## src/fss_pkg.sv

```systemverilog
// Package for the floppy stepper soft-switch block: item and result types,
// soft-switch codes and the default head travel limit. No dependencies.
`default_nettype none
package fss_pkg;

	// Default highest head position in quarter tracks
	localparam int MAX_QUARTER_TRACK = 136;

	// Soft-switch codes above the phase range
	localparam logic [3:0] SW_MOTOR_OFF   = 4'd8;
	localparam logic [3:0] SW_MOTOR_ON    = 4'd9;
	localparam logic [3:0] SW_DRIVE_ONE   = 4'd10;
	localparam logic [3:0] SW_DRIVE_TWO   = 4'd11;
	localparam logic [3:0] SW_READ_MODE   = 4'd14;

	// One bus access
	typedef struct packed {
		logic [3:0] switch_index;
		logic       is_write;
	} item_t;

	// One result
	typedef struct packed {
		logic [7:0] read_data;
		logic [7:0] head_position;
		logic       track_moved;
		logic       head_bang;
		logic       motor_running;
		logic       first_drive_selected;
		logic       unsupported;
	} res_t;

endpackage
`default_nettype wire

```

## src/fss_core.sv

```systemverilog
// Stepper state registers and the single-pass step logic for one access.
// Depends on fss_pkg.
`default_nettype none
module fss_core #(
	parameter int MAX_QUARTER_TRACK = fss_pkg::MAX_QUARTER_TRACK
) (
	input  wire logic           clk,
	input  wire logic           arst_n,
	input  wire logic           step_en,
	input  wire fss_pkg::item_t item,
	output fss_pkg::res_t       res
);

	localparam logic [7:0] MaxPos = 8'(MAX_QUARTER_TRACK);

	logic [3:0] phase_magnets_q;
	logic [7:0] pos_q;
	logic       motor_q;
	logic       drive_q;
	logic       write_mode_q;

	logic [3:0] mag_d;
	logic [7:0] pos_d;
	logic       motor_d;
	logic       drive_d;
	logic       write_mode_d;
	logic       bang;
	logic       unsup;

	logic [1:0] phase;
	logic       turn_on;
	logic [1:0] cur_phase;
	logic       half;
	logic [1:0] diff;
	logic       cur_on;
	logic signed [2:0] delta;
	logic signed [9:0] next_pos;

	assign phase     = item.switch_index[2:1];
	assign turn_on   = item.switch_index[0];
	assign cur_phase = pos_q[2:1];
	assign half      = pos_q[0];
	assign diff      = phase - cur_phase;
	assign cur_on    = phase_magnets_q[cur_phase];

	// Head movement for a phase change, from the magnets before the access
	always_comb begin
		delta = 3'sd0;
		if (phase_magnets_q[phase] != turn_on) begin
			if (turn_on && cur_on) begin
				if (!half && diff == 2'd1) delta = 3'sd1;
				else if (!half && diff == 2'd3) delta = -3'sd1;
			end else if (turn_on) begin
				if (diff == 2'd1) delta = 3'sd2;
				else if (diff == 2'd3) delta = -3'sd2;
			end else if (cur_on) begin
				if (diff == 2'd0 && half) delta = 3'sd1;
				else if (diff == 2'd1) delta = -3'sd1;
			end
		end
	end

	assign next_pos = $signed({2'b00, pos_q}) + 10'(delta);

	// Next state and flags for the access
	always_comb begin
		mag_d        = phase_magnets_q;
		pos_d        = pos_q;
		motor_d      = motor_q;
		drive_d      = drive_q;
		write_mode_d = write_mode_q;
		bang         = 1'b0;
		unsup        = 1'b0;
		if (item.is_write) begin
			unsup = 1'b1;
		end else if (!item.switch_index[3]) begin
			mag_d[phase] = turn_on;
			if (next_pos < 10'sd0) begin
				bang  = 1'b1;
				pos_d = 8'd0;
			end else if (next_pos > $signed({2'b00, MaxPos})) begin
				pos_d = MaxPos;
			end else begin
				pos_d = next_pos[7:0];
			end
		end else begin
			case (item.switch_index)
				fss_pkg::SW_MOTOR_OFF: motor_d      = 1'b0;
				fss_pkg::SW_MOTOR_ON:  motor_d      = 1'b1;
				fss_pkg::SW_DRIVE_ONE: drive_d      = 1'b1;
				fss_pkg::SW_DRIVE_TWO: drive_d      = 1'b0;
				fss_pkg::SW_READ_MODE: write_mode_d = 1'b0;
				default:               unsup        = 1'b1;
			endcase
		end
	end

	// Result as seen after the access
	always_comb begin
		res.read_data            = 8'd0;
		res.head_position        = pos_d;
		res.track_moved          = (pos_d != pos_q);
		res.head_bang            = bang;
		res.motor_running        = motor_d;
		res.first_drive_selected = drive_d;
		res.unsupported          = unsup;
	end

	// Stepper state, updated once per access leaving the input stage
	always_ff @(posedge clk or negedge arst_n) begin
		if (!arst_n) begin
			phase_magnets_q <= 4'd0;
			pos_q           <= 8'd0;
			motor_q         <= 1'b0;
			drive_q         <= 1'b0;
			write_mode_q    <= 1'b0;
		end else if (step_en) begin
			phase_magnets_q <= mag_d;
			pos_q           <= pos_d;
			motor_q         <= motor_d;
			drive_q         <= drive_d;
			write_mode_q    <= write_mode_d;
		end
	end

endmodule
`default_nettype wire

```

## src/floppy_stepper_soft_switches.sv

```systemverilog
// Top level of the floppy stepper soft-switch block: input stage, step core
// and result register. Depends on fss_pkg and fss_core.
//
// Each access transferred on req is registered in the input stage, decoded
// against the stepper state by fss_core and placed in the result register,
// from which it shows on rsp and transfers when rsp_ready is high.
// One access per cycle is taken as long as rsp is taken; the stepper state
// in fss_core is updated as each access leaves the input stage. A stalled
// result holds while one more access waits in the input stage, after which
// req_ready drops. MAX_QUARTER_TRACK sets the top clamp.
`default_nettype none
module floppy_stepper_soft_switches #(
	parameter int MAX_QUARTER_TRACK = fss_pkg::MAX_QUARTER_TRACK
) (
	input  wire logic       clk,
	input  wire logic       arst_n,
	input  wire logic       req_valid,
	output logic            req_ready,
	input  wire logic [3:0] switch_index,
	input  wire logic       is_write,
	output logic            rsp_valid,
	input  wire logic       rsp_ready,
	output logic [7:0]      read_data,
	output logic [7:0]      head_position,
	output logic            track_moved,
	output logic            head_bang,
	output logic            motor_running,
	output logic            first_drive_selected,
	output logic            unsupported
);

	logic           valid_s1;
	fss_pkg::item_t item_s1;
	logic           valid_s2;
	fss_pkg::res_t  res_s2;
	fss_pkg::res_t  res_c;
	logic           advance;

	// Stage 1 moves on when the result register is free or being drained
	assign advance   = !valid_s2 || rsp_ready;
	assign req_ready = !valid_s1 || advance;

	fss_core #(
		.MAX_QUARTER_TRACK(MAX_QUARTER_TRACK)
	) u_core (
		.clk    (clk),
		.arst_n (arst_n),
		.step_en(valid_s1 && advance),
		.item   (item_s1),
		.res    (res_c)
	);

	// Valid bits
	always_ff @(posedge clk or negedge arst_n) begin
		if (!arst_n) begin
			valid_s1 <= 1'b0;
			valid_s2 <= 1'b0;
		end else begin
			if (req_ready) valid_s1 <= req_valid;
			if (advance)   valid_s2 <= valid_s1;
		end
	end

	// Payload registers
	always_ff @(posedge clk) begin
		if (req_ready && req_valid) begin
			item_s1.switch_index <= switch_index;
			item_s1.is_write     <= is_write;
		end
		if (advance && valid_s1) res_s2 <= res_c;
	end

	assign rsp_valid            = valid_s2;
	assign read_data            = res_s2.read_data;
	assign head_position        = res_s2.head_position;
	assign track_moved          = res_s2.track_moved;
	assign head_bang            = res_s2.head_bang;
	assign motor_running        = res_s2.motor_running;
	assign first_drive_selected = res_s2.first_drive_selected;
	assign unsupported          = res_s2.unsupported;

endmodule
`default_nettype wire

```

## config.mk

```make
export PLATFORM = sky130hd
export DESIGN_NAME = floppy_stepper_soft_switches
export DESIGN_NICKNAME = d
export VERILOG_FILES = /design/src/fss_pkg.sv /design/src/fss_core.sv /design/src/floppy_stepper_soft_switches.sv
export SDC_FILE = /design/constraint.sdc
export NUM_CORES = 1
export LEC_CHECK = 0
export BUFFER_PORTS_ARGS = -buffer_cell sky130_fd_sc_hd__buf_2
export CAP_MARGIN = 20
export CORE_MARGIN = 10
export CORE_UTILIZATION = 59
export DETAILED_ROUTE_END_ITERATION = 10
export GPL_ROUTABILITY_DRIVEN = 0
export PLACE_DENSITY = 0.81
export SLEW_MARGIN = 20
export SYNTH_ARGS = -nofsm -noshare
export SYNTH_HDL_FRONTEND = slang
export SYNTH_HIERARCHICAL = 1
export SYNTH_SLANG_ARGS = --single-unit
```

## constraint.sdc

```tcl
create_clock -name clk -period 5.4 [get_ports clk]
set_input_delay 0.27 -clock clk [delete_from_list [all_inputs] [get_ports clk]]
set_output_delay 0.27 -clock clk [all_outputs]
set_load 0.005 [all_outputs]
```

# Word level (Yosys, flattened, before mapping)
# Cells that the tools add are included.
# op_classes
n_bitwise,2
n_addsub,2
order_cmp,5
mux,30
reduce_logical,16
eq_ne,9
# ops
op,n
8-bit 2-to-1 mux,4
3-bit 2-to-1 mux,10
4-bit == test (second input constant),5
9-bit by 3-bit adder with 10-bit output,1
10-bit by 9-bit greater-than comparator with 1-bit output (second input constant),1
10-bit by 1-bit less-than comparator with 1-bit output (second input constant),1
1-bit 2-to-1 mux,10
8-bit != test,1
1-bit logical AND,7
2-bit by 3-bit less-than comparator with 1-bit output (second input constant),2
5-bit OR reduction,1
1-bit binary-select mux with 2-bit select,2
4-bit bitwise mux,1
1-bit one-hot mux with 2 select lines,2
1-bit zero test,3
3-bit AND reduction,1
1-bit demux with 2-bit select,1
2-bit by 1-bit == test with 1-bit output (second input constant),1
2-bit == test (second input constant),1
2-bit by 1-bit >= comparator with 1-bit output (second input constant),1
2-bit zero test,1
1-bit logical OR,2
1-bit inverter,2
2-bit OR reduction,1
other kinds (2),2
# word_totals
out_inout_bits,23
in_bits,9
ff_bits,34

# Longest topological paths before layout
# Gate-level depths: netlist of run 1.
# depth
ltp_word,15
depth_mapped,19
mapped_depth_nobuf,18

# Modules after synthesis
# The synthesis of run 1 kept the hierarchy.
# by_module_without_submodules
module,area_each_um2,n_inst,cells_per_inst
fss_core,1816.7,1,234
floppy_stepper_soft_switches,884.6,1,34

# Worst setup path after synthesis of run 1
# Ideal clock, no wire load.
# synth_timing
path_kind,register to register
start,register u_core.pos_q[2]
end,"register res_s2, in the netlist track_moved, data pin"
setup_ns,0.273
period_less_slack_ns,3.999
path_slack_ns,1.401
stages_incl_launch_ff,18
arrival_time_ns,3.726
required_time_ns,5.127
cell_sequence,dfrtp_1 clkbuf_1 clkbuf_1 nor2_1 a21oi_1 o21ai_0 a21oi_1 ha_1 a21o_1 or2_2 nor2_1 o21ai_0 a21o_1 a32o_1 o31ai_4 nand4b_1 a22oi_1 o2111ai_1
# synth_lines
element,line_no,source
"start, declared",fss_core.sv:17,logic [7:0] pos_q;
"start signal, assigned",fss_core.sv:119,pos_q <= pos_d;
"end signal, assigned",floppy_stepper_soft_switches.sv:70,if (advance && valid_s1) res_s2 <= res_c;
"end, declared",floppy_stepper_soft_switches.sv:35,fss_pkg::res_t res_s2;

==> results.py, run 1 <==
metrics = {
    "status": {
        "status": "finished, final reports clean",
    },
    "critical_path": {
        "r2r_slack_ns": 0.83,
        "crit_arrival_ns": 4.61,
        "r2r-end": "track_moved",
        "crit_required_ns": 5.44,
        "crit_type": "reg2reg",
        "path_max_fanout": 11,
        "startpoint_type": "flop",
        "crit_path_end_kind": "flop",
        "r2r_cells": 16,
        "reg2reg_from": "u_core/pos_q[1]",
    },
    "clock_tree": {
        "cts_max_level": 2,
        "cts_root_buf": "clkbuf_8",
        "ctsResizeCount": 0,
        "path_clk_slew_ns": 0.07,
        "cts_sinks": 42,
        "insertion_delay_ns": 0.30,
        "ctsHoldBuffers": 1,
        "cts_inserted_buffers": 5,
        "cts_tree": "done",
        "clockBufferDepth": 2,
        "post-cts-setup-buffers": 0,
    },
    "placed_design": {
        "portBuffers": 31,
        "dp.cells": 333,
        "hpwl_um": 4392,
    },
    "logic_synthesis": {
        "ys_types": 65,
        "synth_flop_cell": "edfxtp_1",
        "netlist_area_um2": 2701,
        "synth-edff-count": 26,
        "syn_inst": 268,
        "synth-seq-area-share": 0.4372,
        "synthArstFlopShare": 0.3810,
        "synth_seq_cells": 42,
        "yosysWarnings": 6,
        "avgSynthCellArea_um2": 10.08,
    },
    "floorplanning": {
        "die-width_um": 87.67,
        "dieArea_um2": 7685,
        "core-area_um2": 4384,
        "initial_core_util": 0.6162,
        "fp-row-count": 24,
        "ios": 32,
        "dieHeight_um": 87.67,
    },
    "timing": {
        "slew_violations": 0,
        "rsz0062_at_grt": "no",
        "fin_crit_ns": 4.571,
        "hold_viol": 0,
        "max_freq_mhz": 218.8,
        "tightestPinTransition_ns": 0.7984,
        "fin_crit_sh": 0.8465,
        "setup_viol": 0,
        "clock_skew_ns": 0.003983,
        "fin_tns_setup_ns": 0,
        "relSlewSlack": 0.4677,
    },
    "cells_and_area": {
        "finalNonFillerCells": 342,
        "area_growth_pct": 7.411,
        "layout-drive-gt1-share": 0.2172,
        "diodes": 0,
        "fin_nets": 302,
        "mostFrequentLayoutCells": "buf_2 (31), edfxtp_1 (26), nand2_1 (20)",
        "layout_commonest_cell": "buf_2",
        "fillers": 361,
    },
    "grt": {
        "antenna_found_initial": 0,
        "grt_pass1_vias": 2049,
        "grt_pass1_wl_um": 9625,
        "grt_overflow_total": 0,
        "grt_max_degree": 35,
        "grt_use_total": 0.1548,
    },
    "power": {
        "p_leak_nw": 1.170,
        "vdd_ir_drop_max_mv": 0.2655,
        "p_per_area_nw_per_um2": 438.4,
    },
    "route": {
        "wl_um": 5915,
        "wl_per_cell_um": 17.30,
        "antenna_left": 0,
        "first_pass_iters": 5,
        "drtIter0Drc": 345,
        "vias": 2177,
        "drcViolationCount": 0,
        "viasPerCell": 6.365,
    },
    "job": {
        "drv_cap": 0,
    },
    "hold_path": {
        "hold_end": "item_s1[0]",
        "hold_path_class": "in2reg",
        "holdPathStages": 1,
        "min_from": "is_write",
    },
}
-- cell families after synthesis --
kind of cell               Yosys count  share of synthesized area
muxes                               14                    0.05975
adders and majority gates            4                    0.02131
DFF                                 42                     0.4372
buffers and inverters               35                    0.06762
other                                1                   0.001388
and+or+nand+nor                     92                     0.1825
AOI/OAI and AO/OA                   75                     0.2038
xor gates and xnor gates             5                    0.02640
-- power by group --
group / internal [mW] / switching, mW
Clock: 0.0887 / 0.100
Combinational: 0.246 / 0.314
Sequential: 0.421 / 0.103
-- worst max-delay path by stage --
stage | slack [ns] | depth (start not counted) | startpoint | to
global route | 0.49 | 16 | u_core/pos_q[1] | track_moved
floorplan | 1.40 | 17 | u_core/pos_q[2] | track_moved
finish | 0.83 | 16 | u_core/pos_q[1] | track_moved
CTS | 0.89 | 16 | u_core/pos_q[1] | track_moved
global placement | 0.98 | 16 | u_core/pos_q[1] | track_moved
detailed placement | 0.92 | 16 | u_core/pos_q[1] | track_moved
-- layout make-up --
class,count,area (um2),share of cell area
clock inverters,2,8.758,0.003019
clock buffers,6,72.57,0.02501
multi-input cells,198,1364,0.4700
inverters,8,30.03,0.01035
repair buffers,34,180.2,0.06210
flip-flops and latches,42,1181,0.4071
well taps,52,65.06,0.02242
-- layer usage --
layer  up-vias  track usage  part of all wire
li1       1033            -                 -
met1      1023       0.1758              0.40
met2        99       0.2665              0.50
met3        22      0.05200             0.080
met4         0      0.05072             0.026
met5         -            0                 0
-- worst max-delay path, cell delays in order (launching register included) --
cell	delay, ns
dfrtp_1	0.63
ha_1	0.34
xor2_1	0.11
nor3_1	0.31
o21ai_0	0.17
a21oi_1	0.26
ha_1	0.28
a21o_1	0.23
or2_2	0.32
nor2_1	0.12
o21ai_0	0.17
a21o_1	0.21
a32o_1	0.25
o31ai_4	0.35
nand4b_1	0.19
a22oi_1	0.26
o2111ai_1	0.12
-- through the flow --
| stage | worst slack [ns] | instance area (um2) | util | hold slack [ns] | power (mW) |
|---|---|---|---|---|---|
| after floorplan | 1.401 | 2728 | - | -0.02559 | 0.9502 |
| after global placement | 0.9798 | 2810 | 0.6410 | 0.2131 | 1.055 |
| after detailed placement | 0.9242 | 2810 | 0.6410 | 0.2173 | 1.071 |
| after CTS | 0.8852 | 2902 | 0.6618 | 0.1380 | 1.264 |
| after global routing | 0.4936 | 2902 | 0.6618 | 0.1327 | 1.357 |
| final | 0.8291 | 2902 | 0.6618 | 0.1440 | 1.272 |
-- Yosys cell counts, types with 2 or more instances --
master     count  area, um2
nor4b_1        2      17.52
nand2b_1       7      43.79
xor2_1         2      17.52
nor3_1        12      60.06
o2bb2ai_1      2      17.52
o21a_1         2      15.01
mux2_4         2      30.03
buf_4         13      97.59
a22oi_1        2      15.01
a211oi_1       4      30.03
ha_1           3      37.54
nand2_1       20      75.07
and3_1         3      18.77
a31oi_1        5      31.28
buf_2          2      10.01
a21oi_1        8      40.04
o22ai_1        3      18.77
o211ai_1       3      22.52
nor4_1         2      12.51
dfrtp_1       16      400.4
o2111ai_1      2      17.52
nor2_1        16      60.06
nand4_1        4      25.02
a32o_1         2      20.02
o221ai_1       2      17.52
xnor3_1        2      45.04
a22o_1         4      35.03
mux2_2         9      101.4
or3_1          2      12.51
inv_1          8      30.03
or2_2          4      25.02
o21ai_1        2      10.01
clkbuf_1      12      45.04
and2_1         3      18.77
o21ai_0       17      85.08
mux2i_1        3      30.03
nand3_1        8      40.04
edfxtp_1      26      780.8
a21o_1         3      22.52
-- registers in the layout (all words and copies together) (netlist names), 4 cells and up --
name and flops:
head_position 8, read_data 8, u_core/pos_q 8, item_s1 5
u_core/phase_magnets_q 4
Power figures use the tool's default switching activity.
==> inputs of run 2 (changes only) <==
ABC_AREA = 1   (was not set)
clock period = 4.5 ns   (was 5.4 ns; I/O delays follow)
==> run 2 against run 1 <==
Combinational power increased by 72%. Critical path depth increased by 9. Sequential power increased by 14%. Clock power increased by 24%. Register-to-register slack got worse by 0.04 ns. Final cell count increased by 19%. Global-route usage about the same. Routed wire length decreased by 4.1%. Critical path type unchanged. Largest cell class unchanged. Highest routed layer unchanged.
==> results.py, run 2 <==
metrics = {
    "logic_synthesis": {
        "netlist_area_um2": 2703,
        "synth_top_area_cell": "edfxtp_1",
        "avgSynthCellArea_um2": 8.393,
        "synth_top_area_frac": 0.2889,
        "ys_top_cells_by_count": "nand2_1 (82), nand3_1 (34), inv_1 (28)",
        "ys_types": 37,
        "synth-seq-area-share": 0.4370,
        "synth_flop_cell": "edfxtp_1",
        "syn_inst": 322,
        "synth_seq_cells": 42,
        "synthArstFlopShare": 0.3810,
        "synthTopCellsByArea": "edfxtp_1 (29%), dfrtp_1 (15%), nand2_1 (11%)",
        "synth.most_common_cell": "nand2_1",
        "synth-edff-count": 26,
        "yosysWarnings": 6,
    },
    "critical_path": {
        "startpoint_type": "flop",
        "crit_type": "reg2reg",
        "crit_path_end_kind": "flop",
        "crit_arrival_ns": 3.76,
        "crit_required_ns": 4.55,
        "r2r_slack_ns": 0.79,
        "path_max_fanout": 6,
        "critPathLaunch": "item_s1[2]",
        "r2r_cells": 25,
        "r2r-end": "track_moved",
        "reg2reg_from": "item_s1[2]",
        "crit_end": "track_moved",
    },
    "clock_tree": {
        "cts_root_buf": "clkbuf_8",
        "clockBufferDepth": 2,
        "cts_inserted_buffers": 5,
        "cts_sinks": 42,
        "cts_max_level": 2,
        "path_clk_slew_ns": 0.08,
        "ctsResizeCount": 0,
        "cts_tree": "done",
        "insertion_delay_ns": 0.29,
    },
    "grt": {
        "antenna_found_initial": 0,
        "grt_overflow_total": 0,
        "grt_use_total": 0.1551,
        "grt_pass1_wl_um": 9660,
        "grt_max_degree": 24,
        "grt_pass1_vias": 2114,
    },
    "placed_design": {
        "place_area_um2": 2848,
        "hpwl_um": 4380,
        "portBuffers": 31,
    },
    "power": {
        "p_total_mw": 1.795,
        "p_leak_nw": 1.412,
        "p_per_area_nw_per_um2": 609.8,
        "vdd_ir_drop_max_mv": 0.3520,
    },
    "route": {
        "wl_um": 5672,
        "drcViolationCount": 0,
        "viasPerCell": 5.416,
        "antenna_left": 0,
        "drtIter0Drc": 139,
        "wl_per_cell_um": 13.97,
        "vias": 2199,
        "first_pass_iters": 4,
    },
    "cells_and_area": {
        "fin_nets": 366,
        "layout_commonest_cell": "nand2_1",
        "area_growth_pct": 8.889,
        "layout-drive-gt1-share": 0.2627,
        "mostFrequentLayoutCells": "nand2_1 (82), nand3_1 (34), buf_2 (31)",
        "fin_area_um2": 2943,
        "fillers": 355,
        "diodes": 0,
    },
    "timing": {
        "rsz0062_at_grt": "no",
        "relSlewSlack": 0.3918,
        "setup_viol": 0,
        "max_freq_mhz": 269.5,
        "fin_crit_ns": 3.710,
        "tightestPinTransition_ns": 0.9090,
        "fin_tns_setup_ns": 0,
        "clock_skew_ns": 0.008949,
        "slew_violations": 0,
        "hold_viol": 0,
        "fin_crit_sh": 0.8245,
        "holdWs_ns": 0.1034,
    },
    "floorplanning": {
        "dieHeight_um": 87.68,
        "initial_core_util": 0.6164,
        "dieArea_um2": 7688,
        "ios": 32,
        "die-width_um": 87.68,
        "core-area_um2": 4384,
        "fp-row-count": 24,
    },
    "hold_path": {
        "min_from": "switch_index[3]",
        "hold_path_class": "in2reg",
    },
    "job": {
        "drv_cap": 0,
    },
    "status": {
        "status": "finished, final reports clean",
    },
}
==> run 2: worst max-delay path, cell delays in order (launching register included) <==
cell      delay [ns]
edfxtp_1        0.45
inv_2           0.09
ha_1            0.35
nor2_1          0.15
inv_1           0.06
nor2_2          0.11
nor2_2          0.07
nor2_8          0.13
nand2_1         0.07
a21oi_1         0.23
ha_1            0.29
a21o_1          0.18
nand2_1         0.10
nand2_2         0.08
nand3_2         0.07
nand2_1         0.07
nand2_1         0.08
nand2_1         0.11
nor2_4          0.15
nand3_4         0.10
nand2_4         0.11
nand3_2         0.10
nand3_1         0.09
nand2_1         0.07
nor2_1          0.08
nand3_1         0.09
==> run 2: area by class of cell <==
cell class              instances  area [um2]  area share
multi-input cells             231        1281      0.4354
flip-flops and latches         42        1181      0.4014
repair buffers                 34       180.2     0.06122
inverters                      39       150.1     0.05102
clock buffers                   5       68.82     0.02338
well taps                      52       65.06     0.02211
clock inverters                 3       16.27    0.005527
==> run 2: per-layer routing <==
layer | GRT usage | part of all wire
met5 | 0 | 0
met3 | 0.03714 | 0.061
met4 | 0.04638 | 0.016
met1 | 0.1801 | 0.40
met2 | 0.2751 | 0.52
==> run 2: timing repair <==
item,4_1_cts,5_1_grt
hold endpoints to repair,16,0
setup buffers,0,0
hold buffers,1,0
==> run 2: per-stage QoR <==
step	setup slack, ns	util	std cells
6_report	0.7896	0.6712	406
2_1_floorplan	1.192	-	329
4_1_cts	0.7869	0.6712	406
3_5_place_dp	0.8123	0.6495	397
5_1_grt	0.4046	0.6712	406
3_3_place_gp	0.9744	0.6495	397
==> run 2: logic make-up (layout without fill, tap and decap cells) <==
kind of cell | count (synthesis) | in the layout | share of synthesized area
and+or+nand+nor | 181 | 181 | 0.3486
AOI/OAI and AO/OA | 35 | 35 | 0.07871
DFF | 42 | 42 | 0.4370
adders and majority gates | 4 | 4 | 0.02130
other | 1 | 8 | 0.001388
muxes | 1 | 1 | 0.003704
buffers and inverters | 56 | 81 | 0.1000
xor gates and xnor gates | 2 | 2 | 0.009261
==> run 2: how the worst min path moves through the flow <==
| stage | endpoint | slack, ns | cells after the start |
|---|---|---|---|
| 6_report | item_s1[4] | 0.10 | 1 |
| 5_1_grt | item_s1[1] | 0.1 | 1 |
| 4_1_cts | item_s1[1] | 0.1 | 1 |
| 3_5_place_dp | u_core/phase_magnets_q[2] | 0.17 | 1 |
| 3_3_place_gp | u_core/phase_magnets_q[2] | 0.16 | 1 |
| 2_1_floorplan | rsp_valid | -0.07 | 0 |
==> run 2: power breakdown <==
group / internal (mW) / leakage [nW] / total [mW] / switching [mW]
Clock: 0.106 / 0.0416 / 0.234 / 0.128
Sequential: 0.511 / 0.454 / 0.598 / 0.0871
Combinational: 0.335 / 0.916 / 0.963 / 0.627
==> inputs of run 3 (changes only) <==
clock period = 3.63 ns   (was 4.5 ns; I/O delays follow)
==> run 3 against run 2 <==
Clock-buffer cell count increased by 3. Sequential power increased by 23%. Non-clock buffer count increased by 7. Power increased by 27%. Final cell count increased by 1.7%. Largest power group unchanged.
==> results.py, run 3 (synthesis results as in run 2) <==
metrics = {
    "status": {
        "status": "finished, final reports clean",
    },
    "critical_path": {
        "crit_type": "reg2reg",
        "r2r_slack_ns": 0.30,
        "reg2reg_from": "item_s1[2]",
        "crit_required_ns": 3.68,
        "startpoint_type": "flop",
        "critPathSlowestCell": "edfxtp_1",
        "cp_common_cell": "nand2_1",
        "crit_arrival_ns": 3.38,
        "crit_path_end_kind": "flop",
        "r2r-end": "track_moved",
        "r2r_cells": 25,
        "cpLargestDelayFamily": "simple AND/OR/NAND/NOR gates",
        "slowest_delay_ns": 0.40,
        "path_max_fanout": 5,
        "critPathLaunch": "item_s1[2]",
        "path_buf_inv": 2,
    },
    "hold_path": {
        "min_from": "switch_index[3]",
        "hold_end": "item_s1[4]",
        "hold_path_class": "in2reg",
        "holdPathStages": 1,
    },
    "power": {
        "p_per_area_nw_per_um2": 751.4,
        "vdd_ir_drop_max_mv": 0.4412,
        "p_leak_nw": 1.439,
    },
    "clock_tree": {
        "insertion_delay_ns": 0.29,
        "cts_root_buf": "clkbuf_8",
        "clockBufferDepth": 2,
        "cts_max_level": 2,
        "cts_sinks": 42,
        "cts_tree": "done",
        "path_clk_slew_ns": 0.07,
        "cts_inserted_buffers": 5,
    },
    "job": {
        "drv_cap": 0,
    },
    "floorplanning": {
        "core-area_um2": 4384,
        "fp-row-count": 24,
        "initial_core_util": 0.6164,
        "dieHeight_um": 87.68,
        "dieArea_um2": 7688,
        "ios": 32,
        "die-width_um": 87.68,
    },
    "timing": {
        "tightestPinTransition_ns": 0.6450,
        "fin_tns_setup_ns": 0,
        "setup_viol": 0,
        "max_freq_mhz": 300.1,
        "hold_viol": 0,
        "slew_violations": 0,
        "relSlewSlack": 0.5644,
        "fin_crit_ns": 3.332,
        "setup_slack_ns": 0.2976,
        "clock_skew_ns": 0.003110,
        "rsz0062_at_grt": "no",
        "fin_crit_sh": 0.9180,
    },
    "grt": {
        "grt_overflow_total": 0,
        "grt_max_degree": 24,
        "grt_pass1_vias": 2099,
        "grt_use_total": 0.1510,
        "grt_pass1_wl_um": 9232,
        "antenna_found_initial": 0,
    },
    "placed_design": {
        "dp_slack_ns": 0.1643,
        "place_area_um2": 2878,
        "hpwl_um": 4249,
        "portBuffers": 31,
    },
    "route": {
        "antenna_left": 0,
        "wl_um": 5624,
        "drtIter0Drc": 239,
        "first_pass_iters": 4,
        "wl_per_cell_um": 13.62,
        "vias": 2205,
        "viasPerCell": 5.339,
        "drcViolationCount": 0,
    },
    "cells_and_area": {
        "layout_commonest_cell": "nand2_1",
        "layout-drive-gt1-share": 0.3019,
        "fin_area_um2": 3034,
        "mostFrequentLayoutCells": "nand2_1 (81), nand3_1 (34), buf_2 (31)",
        "area_growth_pct": 12.27,
        "diodes": 0,
        "fin_nets": 373,
    },
}
[run 3: where the power goes]
part           total, mW  internal (mW)  switching (mW)
registers          0.738          0.636           0.103
clock network      0.280          0.137           0.144
logic               1.26          0.452           0.809
total               2.28           1.22            1.06
[run 3: final cells by class]
class                           count  area (um2)
Multi-Input combinational cell    231        1323
Tap cell                           52       65.06
Clock buffer                        8       80.08
Sequential cell                    42        1184
Fill cell                         340        1350
Timing Repair Buffer               41       232.7
Inverter                           39       150.1
[run 3: worst reg2reg max path: cells and delay by family (launching register included)]
kind	cells	cell delay [ns]
flip-flops	1	0.40
AO/OA/AOI/OAI	2	0.31
AND/OR/NAND/NOR	19	1.74
adder cells (fa/ha/maj)	2	0.48
buffers and inverters	2	0.17
[run 3: stage by stage]
step	instances	utilization	total power, mW	hold slack [ns]
finish	413	0.6921	2.280	0.06352
global route	413	0.6921	2.460	0.05140
CTS	410	0.6769	2.227	0.05276
detailed placement	401	0.6564	1.942	0.1185
global placement	401	0.6564	1.917	0.1157
floorplan	329	-	1.693	-0.1141
[run 3: worst max-delay path by stage]
stage                   to  slack, ns  cells after the start
2_1_floorplan  track_moved       0.32                     25
3_3_place_gp   track_moved       0.24                     24
3_5_place_dp   track_moved       0.16                     25
4_1_cts        track_moved       0.14                     25
5_1_grt        track_moved       0.03                     25
6_report       track_moved       0.30                     25
[run 3: repair_timing]
item                                   in CTS  in global routing
resized for setup                           0                 13
setup buffers                               0                  3
hold buffers                                1                  0
setup endpoints to repair                   0                  1
endpoints found under the hold margin      16                  0
[run 3: layer usage]
layer | up-vias | GRT usage | routed length (um)
li1 | 1127 | - | -
met1 | 997 | 0.1662 | 2303
met2 | 69 | 0.2659 | 2862
met3 | 12 | 0.03528 | 329
met4 | 0 | 0.07391 | 127
met5 | - | 0 | 0
